--- config.mk ---
export PLATFORM = sky130hd
export DESIGN_NAME = sine_pwm_duty_generator_unit
export DESIGN_NICKNAME = d
export VERILOG_FILES = /design/src/rtl/spwm_pkg.sv /design/src/rtl/spwm_sine_rom.sv /design/src/rtl/sine_pwm_duty_generator_unit.sv
export SDC_FILE = /design/constraint.sdc
export NUM_CORES = 1
export LEC_CHECK = 0
export ABC_AREA = 1
export BUFFER_PORTS_ARGS = -buffer_cell sky130_fd_sc_hd__buf_2
export CAP_MARGIN = 20
export CORE_ASPECT_RATIO = 0.8
export CORE_UTILIZATION = 40
export CTS_CLUSTER_DIAMETER = 200
export CTS_CLUSTER_SIZE = 10
export DETAILED_ROUTE_END_ITERATION = 7
export HOLD_SLACK_MARGIN = 0.1
export PLACE_DENSITY_LB_ADDON = 0.05
export SLEW_MARGIN = 5
export SYNTH_ARGS = -nofsm -noshare
export SYNTH_HDL_FRONTEND = slang
export SYNTH_SLANG_ARGS = --single-unit
--- constraint.sdc ---
create_clock -name clk -period 8.6 [get_ports clk]
set_input_delay 0.43 -clock clk [delete_from_list [all_inputs] [get_ports clk]]
set_output_delay 0.43 -clock clk [all_outputs]
set_load 0.03 [all_outputs]
--- src/rtl/spwm_pkg.sv ---
// Shared constants, register indexes and the quarter-wave sine routine for the sine PWM block.
package spwm_pkg;

	localparam int TABLE_SIZE_DEF    = 256;
	localparam int PERIOD_COUNTS_DEF = 4096;

	localparam int SINE_W   = 16;
	localparam int FIELD_W  = 13;
	localparam int CFG_W    = 17;
	localparam int CFG_IDX_W = 2;
	localparam int MOD_W    = 17;
	localparam int STEP_W   = 8;

	localparam logic [CFG_IDX_W-1:0] CFG_ENABLE     = 2'd0;
	localparam logic [CFG_IDX_W-1:0] CFG_MOD_INDEX  = 2'd1;
	localparam logic [CFG_IDX_W-1:0] CFG_PHASE_STEP = 2'd2;

	localparam logic [MOD_W-1:0]  MOD_INDEX_RESET  = 17'd52429;
	localparam logic [STEP_W-1:0] PHASE_STEP_RESET = 8'd1;

	localparam logic [63:0] HALF_PI_Q30 = 64'd1686629713;
	localparam logic [63:0] HALF_Q30    = 64'd536870912;
	localparam logic [63:0] SINE_MAX    = 64'd32767;

	localparam int TAYLOR_TERMS = 12;
	localparam logic [63:0] TAYLOR_DIV [1:TAYLOR_TERMS] = '{
		64'd6, 64'd20, 64'd42, 64'd72, 64'd110, 64'd156,
		64'd210, 64'd272, 64'd342, 64'd420, 64'd506, 64'd600
	};

	// Integer Taylor series of sin(x) for x in Q30 on [0, pi/2]; result in Q30.
	function automatic logic [63:0] quarter_sine_q30(input logic [63:0] x);
		logic [63:0] x2;
		logic [63:0] term;
		logic [63:0] pos;
		logic [63:0] neg;
		x2   = (x * x) >> 30;
		term = x;
		pos  = x;
		neg  = 64'd0;
		for (int k = 1; k <= TAYLOR_TERMS; k++) begin
			term = ((term * x2) >> 30) / TAYLOR_DIV[k];
			if (k % 2 == 1) begin
				neg = neg + term;
			end else begin
				pos = pos + term;
			end
		end
		return (pos > neg) ? pos - neg : 64'd0;
	endfunction

endpackage

--- src/rtl/spwm_sine_rom.sv ---
// Sine lookup table in signed Q1.15, built at elaboration, with a registered read port.
module spwm_sine_rom #(
	parameter int TableSize = spwm_pkg::TABLE_SIZE_DEF
) (
	input  logic                                  clk,
	input  logic                                  rd_en,
	input  logic [$clog2(TableSize)-1:0]          addr,
	output logic signed [spwm_pkg::SINE_W-1:0]    data
);
	import spwm_pkg::*;

	typedef logic signed [SINE_W-1:0] rom_t [TableSize];

	function automatic rom_t build_rom();
		rom_t        r;
		logic [31:0] q4;
		logic [31:0] quad;
		logic [31:0] rem;
		logic [63:0] x;
		logic [63:0] mag;
		for (int i = 0; i < TableSize; i++) begin
			q4   = 32'(4 * i);
			quad = q4 / TableSize;
			rem  = q4 % TableSize;
			if (quad[0]) begin
				rem = 32'(TableSize) - rem;
			end
			x   = (HALF_PI_Q30 * 64'(rem)) / TableSize;
			mag = (quarter_sine_q30(x) * SINE_MAX + HALF_Q30) >> 30;
			if (mag > SINE_MAX) begin
				mag = SINE_MAX;
			end
			r[i] = (quad >= 32'd2) ? -SINE_W'(mag) : SINE_W'(mag);
		end
		return r;
	endfunction

	localparam rom_t Rom = build_rom();

	always_ff @(posedge clk) begin
		if (rd_en) begin
			data <= Rom[addr];
		end
	end

endmodule

--- src/rtl/sine_pwm_duty_generator_unit.sv ---
// Top level of the sine PWM duty generator: phase state, configuration and a three-stage pipeline.
// Requests pass through the table read, multiply and clamp/scale stages, in that order.
// Throughput: one request per cycle while out_ready does not stall the output stage.
// Reset clears the phase to zero, disables modulation, loads the index 52429 and a step of one,
// and empties the pipeline. No clearing pass is needed; the sine table is constant.
module sine_pwm_duty_generator_unit #(
	parameter int TableSize    = spwm_pkg::TABLE_SIZE_DEF,
	parameter int PeriodCounts = spwm_pkg::PERIOD_COUNTS_DEF
) (
	input  logic                                clk,
	input  logic                                arst_n,
	input  logic                                cfg_we,
	input  logic [spwm_pkg::CFG_IDX_W-1:0]      cfg_index,
	input  logic [spwm_pkg::CFG_W-1:0]          cfg_data,
	input  logic                                in_valid,
	output logic                                in_ready,
	input  logic                                advance,
	output logic                                out_valid,
	input  logic                                out_ready,
	output logic [spwm_pkg::FIELD_W-1:0]        bridge1_high,
	output logic [spwm_pkg::FIELD_W-1:0]        bridge1_low,
	output logic [spwm_pkg::FIELD_W-1:0]        bridge2_high,
	output logic [spwm_pkg::FIELD_W-1:0]        bridge2_low
);
	import spwm_pkg::*;

	localparam int PhW        = $clog2(TableSize);
	localparam int PerW       = $clog2(PeriodCounts + 1);
	localparam int HalfPeriod = PeriodCounts / 2;
	localparam int StepCodes  = 1 << STEP_W;

	typedef logic [PhW-1:0] step_tab_t [StepCodes];

	function automatic step_tab_t build_step_tab();
		step_tab_t t;
		for (int s = 0; s < StepCodes; s++) begin
			t[s] = PhW'(s % TableSize);
		end
		return t;
	endfunction

	localparam step_tab_t StepMod = build_step_tab();

	localparam logic signed [34:0] OneQ31 = 35'sd2147483648;
	localparam logic signed [34:0] OneQ32 = 35'sd4294967296;
	localparam logic signed [33:0] OneQ31P = 34'sd2147483648;

	logic                    enable_q;
	logic [MOD_W-1:0]        mod_index_q;
	logic [PhW-1:0]          step_mod_q;
	logic [PhW-1:0]          phase_q;
	logic [PhW:0]            phase_sum;
	logic [PhW-1:0]          phase_next;

	logic                    en1;
	logic                    en2;
	logic                    en3;
	logic                    accept;

	logic                    v_s1;
	logic                    ena_s1;
	logic signed [SINE_W-1:0] sine_s1;

	logic                    v_s2;
	logic                    ena_s2;
	logic signed [33:0]      p_s2;
	logic signed [MOD_W:0]   mod_signed;

	logic                    out_valid_q;
	logic signed [34:0]      a_sum;
	logic [32:0]             a_clamp;
	logic [31:0]             b_clamp;
	logic [32+PerW:0]        a_prod;
	logic [31+PerW:0]        b_prod;
	logic [PerW-1:0]         h1;
	logic [PerW-1:0]         h2;
	logic [PerW-1:0]         l1;
	logic [PerW-1:0]         l2;

	assign en3      = !out_valid_q || out_ready;
	assign en2      = !v_s2 || en3;
	assign en1      = !v_s1 || en2;
	assign in_ready = en1;
	assign accept   = in_valid && en1;
	assign out_valid = out_valid_q;

	assign phase_sum  = {1'b0, phase_q} + {1'b0, step_mod_q};
	assign phase_next = (32'(phase_sum) >= TableSize) ?
		PhW'(32'(phase_sum) - TableSize) : phase_sum[PhW-1:0];

	always_ff @(posedge clk or negedge arst_n) begin
		if (!arst_n) begin
			enable_q    <= 1'b0;
			mod_index_q <= MOD_INDEX_RESET;
			step_mod_q  <= StepMod[PHASE_STEP_RESET];
		end else if (cfg_we) begin
			unique case (cfg_index)
				CFG_ENABLE:     enable_q    <= cfg_data[0];
				CFG_MOD_INDEX:  mod_index_q <= cfg_data[MOD_W-1:0];
				CFG_PHASE_STEP: step_mod_q  <= StepMod[cfg_data[STEP_W-1:0]];
				default: ;
			endcase
		end
	end

	always_ff @(posedge clk or negedge arst_n) begin
		if (!arst_n) begin
			phase_q <= '0;
		end else if (accept && advance) begin
			phase_q <= phase_next;
		end
	end

	spwm_sine_rom #(
		.TableSize(TableSize)
	) u_rom (
		.clk  (clk),
		.rd_en(accept),
		.addr (phase_q),
		.data (sine_s1)
	);

	always_ff @(posedge clk or negedge arst_n) begin
		if (!arst_n) begin
			v_s1        <= 1'b0;
			v_s2        <= 1'b0;
			out_valid_q <= 1'b0;
		end else begin
			if (en1) begin
				v_s1 <= in_valid;
			end
			if (en2) begin
				v_s2 <= v_s1;
			end
			if (en3) begin
				out_valid_q <= v_s2;
			end
		end
	end

	assign mod_signed = signed'({1'b0, mod_index_q});

	always_ff @(posedge clk) begin
		if (accept) begin
			ena_s1 <= enable_q;
		end
		if (en2 && v_s1) begin
			ena_s2 <= ena_s1;
			p_s2   <= 34'(sine_s1) * 34'(mod_signed);
		end
	end

	always_comb begin
		a_sum = 35'(p_s2) + OneQ31;
		if (a_sum < 35'sd0) begin
			a_clamp = '0;
		end else if (a_sum > OneQ32) begin
			a_clamp = 33'(OneQ32);
		end else begin
			a_clamp = a_sum[32:0];
		end
		if (p_s2 < 34'sd0) begin
			b_clamp = '0;
		end else if (p_s2 > OneQ31P) begin
			b_clamp = 32'(OneQ31P);
		end else begin
			b_clamp = p_s2[31:0];
		end
		a_prod = (33 + PerW)'(a_clamp) * (33 + PerW)'(PeriodCounts);
		b_prod = (32 + PerW)'(b_clamp) * (32 + PerW)'(PeriodCounts);
		h1 = a_prod[32 +: PerW];
		h2 = b_prod[31 +: PerW];
		l1 = PerW'(PeriodCounts) - h1;
		l2 = PerW'(PeriodCounts) - h2;
	end

	always_ff @(posedge clk) begin
		if (en3 && v_s2) begin
			if (ena_s2) begin
				bridge1_high <= FIELD_W'(h1);
				bridge1_low  <= FIELD_W'(l1);
				bridge2_high <= FIELD_W'(h2);
				bridge2_low  <= FIELD_W'(l2);
			end else begin
				bridge1_high <= FIELD_W'(HalfPeriod);
				bridge1_low  <= FIELD_W'(HalfPeriod);
				bridge2_high <= FIELD_W'(HalfPeriod);
				bridge2_low  <= FIELD_W'(HalfPeriod);
			end
		end
	end

	// The phase never leaves the table.
	a_phase_range: assert property (@(posedge clk) disable iff (!arst_n)
		32'(phase_q) < TableSize)
		else $error("phase index outside the sine table");

	// A request without advance leaves the phase where it was.
	a_phase_hold: assert property (@(posedge clk) disable iff (!arst_n)
		(accept && !advance && !(cfg_we)) |=> $stable(phase_q))
		else $error("phase moved without advance");

	// Each leg pair of a delivered result adds up to the period, modulo the field width.
	a_bridge1_sum: assert property (@(posedge clk) disable iff (!arst_n)
		(out_valid_q && $past(ena_s2) && $past(en3) && $past(v_s2)) |->
		(FIELD_W'(bridge1_high + bridge1_low) == FIELD_W'(PeriodCounts)))
		else $error("bridge 1 legs do not add up to the period");

	a_bridge2_sum: assert property (@(posedge clk) disable iff (!arst_n)
		(out_valid_q && $past(ena_s2) && $past(en3) && $past(v_s2)) |->
		(FIELD_W'(bridge2_high + bridge2_low) == FIELD_W'(PeriodCounts)))
		else $error("bridge 2 legs do not add up to the period");

	a_half_hold: assert property (@(posedge clk) disable iff (!arst_n)
		(en3 && v_s2 && !ena_s2) |=>
		(bridge1_high == FIELD_W'(HalfPeriod) && bridge2_low == FIELD_W'(HalfPeriod)))
		else $error("disabled result not at half period");

endmodule

==> results.py <==
metrics = {
    "timing": {
        "final_hold_viol_count": 0,
        "setup_viol": 0,
        "period_needed_ns": 6.18,
        "fin_tns_setup_ns": 0,
        "fin_crit_sh_pct": 71.9,
        "grt_setup_unrepaired": "false",
        "fin_skew_ns": 0.0351,
        "fmax_mhz": 162,
        "worstMarginPinSlew_ns": 1.09,
        "relSlewSlack_pct": 27.3,
        "drv_slew": 0,
    },
    "die": {
        "die_width_um": 246,
        "rows": 71,
        "core_area_mm2": 0.0470,
        "die_h_um": 197,
        "io_pins": 79,
        "start_util_pct": 40.6,
        "die_area_mm2": 0.0486,
    },
    "clock_network": {
        "cts_num_sinks": 139,
        "clock-root-buffer": "clkbuf_16",
        "cts.repair.resized": 0,
        "clkTransAtPathRegs_ns": 0.10,
        "clk_latency_ns": 0.48,
        "cts_tree": "built",
        "hold_buffers": 0,
        "h-tree-depth": 4,
        "numCtsBuffers": 17,
        "post_cts_buffers": 0,
        "clk_path_buf_depth": 2,
    },
    "synthesis": {
        "yosysTopAreaCell": "fa_1",
        "synth_top_cell_area_share_pct": 21.9,
        "synth_cell_types": 53,
        "syn_inst": 2541,
        "synth_area_leaders": "fa_1, edfxtp_1, nand2_1, inv_1, ha_1",
        "yosysWarnings": 0,
        "async_flop_share_pct": 26.6,
        "ys_seq_area_share_pct": 21.0,
        "ys_ff_latch": 139,
        "avgSynthCellArea_um2": 7.51,
        "synthTopCellsByCount": "nand2_1, inv_1, fa_1",
        "synth_fp_nets": 2931,
        "synth_flop_cell": "edfxtp_1",
        "synth_most_common_cell": "nand2_1",
        "synth_edf_count": 102,
        "synth_area_mm2": 0.0191,
    },
    "grt": {
        "overflow": 0,
        "grt_pass1_vias": 16588,
        "grt_pass1_wl_um": 105000,
        "grt_max_degree": 74,
        "antenna_found_initial": 0,
        "grt_usage_pct": 29.4,
    },
    "setup_path": {
        "arrival_ns": 6.39,
        "critPathSlowestCell": "edfxtp_1",
        "start_kind": "flop",
        "cp_cell_sequence": "nand2_1, fa_1, inv_1, fa_1, fa_1, fa_1, fa_1, inv_1, fa_1, inv_1, ha_1, nand2_1, nor2_1, nand2_1, o21ai_0, a21oi_1, o211ai_1, nand2_1",
        "cp.required_ns": 8.80,
        "cpPeakStageDelay_ns": 0.82,
        "worstSetupPathType": "flop to flop",
        "crit_path_end_kind": "flop",
        "cp_common_cell": "fa_1",
        "crit_fanout": 17,
    },
    "worst_hold_path": {
        "holdCritPathClass": "input pin to flop",
    },
    "detailed_routing": {
        "routed.top_layer": "met4",
        "routed_wl_um": 70000,
        "dr_wl_met2_um": 28200,
        "wire_per_inst_um": 22.1,
        "dr.pass1.iters": 7,
        "via_per_inst": 5.44,
        "vias": 17253,
        "wirelength_met1_um": 33700,
        "drt_iter0_markers": 1940,
        "postRouteAntennaNets": 0,
        "drc": 0,
        "route.met3.wl_um": 6450,
    },
    "layout": {
        "drive_above_1_share_pct": 6.90,
        "area_delta_synth_final_pct": 7.83,
        "multi_input_comb_area_mm2": 0.0126,
        "final_nets": 2929,
        "regArea_mm2": 0.00400,
        "design_area_mm2": 0.0206,
        "n_fill_cell": 4813,
        "antenna_cells": 0,
    },
    "status": {
        "status": "finished clean",
    },
    "run": {
        "drv_cap": 0,
    },
    "placed_design": {
        "port_buffers": 78,
        "gp_congestion": 0.995,
        "dpl.hpwl_um": 54500,
        "placed_area_mm2": 0.0199,
    },
}
-- flip-flops by register name (all words and copies together), names as in the netlist --
signal        flops
bridge1_low      12
enable_q          1
ena_s1            1
mod_index_q      17
out_valid         1
ena_s2            1
bridge2_high     13
phase_q           8
p_s2             34
v_s2              1
step_mod_q        8
u_rom.data       16
v_s1              1
bridge1_high     13
bridge2_low      12
-- logic make-up (layout without fill, tap and decap cells) --
group	count (synthesis)	count (layout)	share of synthesized area [%]
AOI/OAI and AO/OA	389	389	11.9
xor gates and xnor gates	32	32	1.47
adders and majority gates	365	365	32.2
buffers and inverters	656	667	13.1
DFF	139	139	21.0
muxes	9	9	0.531
and+or+nand+nor	951	951	19.9
-- stage by stage --
step,instances,util (%),hold slack (ns),setup WS [ns]
final,3172,43.8,0.194,2.42
after CTS,3170,43.7,0.152,2.40
after detailed placement,3138,42.4,0.484,2.45
after global placement,3138,42.4,0.481,2.49
after floorplan,2541,-,0.134,2.78
after global routing,3172,43.8,0.176,2.01
-- cells in the final DEF, fill, tap and decap left out, types with 24 or more instances in the layout --
master	netlist	layout
buf_4	6	24
dfrtp_1	27	26
a21oi_1	116	115
buf_2	9	78
edfxtp_1	102	102
ha_1	156	156
nor2_1	201	199
o211ai_1	30	30
inv_1	523	523
o21ai_0	159	159
nand2_1	608	608
fa_1	209	209
nand3_1	100	100
-- worst paths after layout --
kind	from	cells past startpoint	slack, ns	to
setup / recovery	u_rom.data[8]	18	2.42	p_s2[29]
hold / removal	cfg_data[9]	2	0.19	mod_index_q[9]
setup reg to reg	u_rom.data[8]	18	2.42	p_s2[29]
max in group asynchronous	arst_n	3	7.66	step_mod_q[0]
hold reg to reg	step_mod_q[6]	2	0.50	step_mod_q[6]
min in group asynchronous	arst_n	2	0.41	mod_index_q[9]
-- routing by layer --
metal | GRT usage [%] | vias to the layer above
li1 | - | 7952
met1 | 46.0 | 8387
met2 | 40.0 | 805
met3 | 6.05 | 109
met4 | 7.89 | 0
met5 | 0 | -
-- critical path, delay by kind of cell, from the launching register on --
family | cells | cell delay, ns
AO/OA/AOI/OAI | 3 | 0.93
adder cells (fa/ha/maj) | 7 | 3.45
buffers and inverters | 3 | 0.16
AND/OR/NAND/NOR | 5 | 0.54
flip-flops | 1 | 0.82
-- area by class of cell --
type | count | area share [%]
tap | 620 | 3.77
clock buffer | 17 | 2.07
timing repair buffer | 104 | 2.92
multi-input combinational | 1746 | 61.2
inverter | 531 | 9.69
clock inverter | 15 | 0.894
sequential | 139 | 19.5
Power is not shown: default switching activity piles up to over one toggle a cycle in this logic, so the estimate is an artifact.
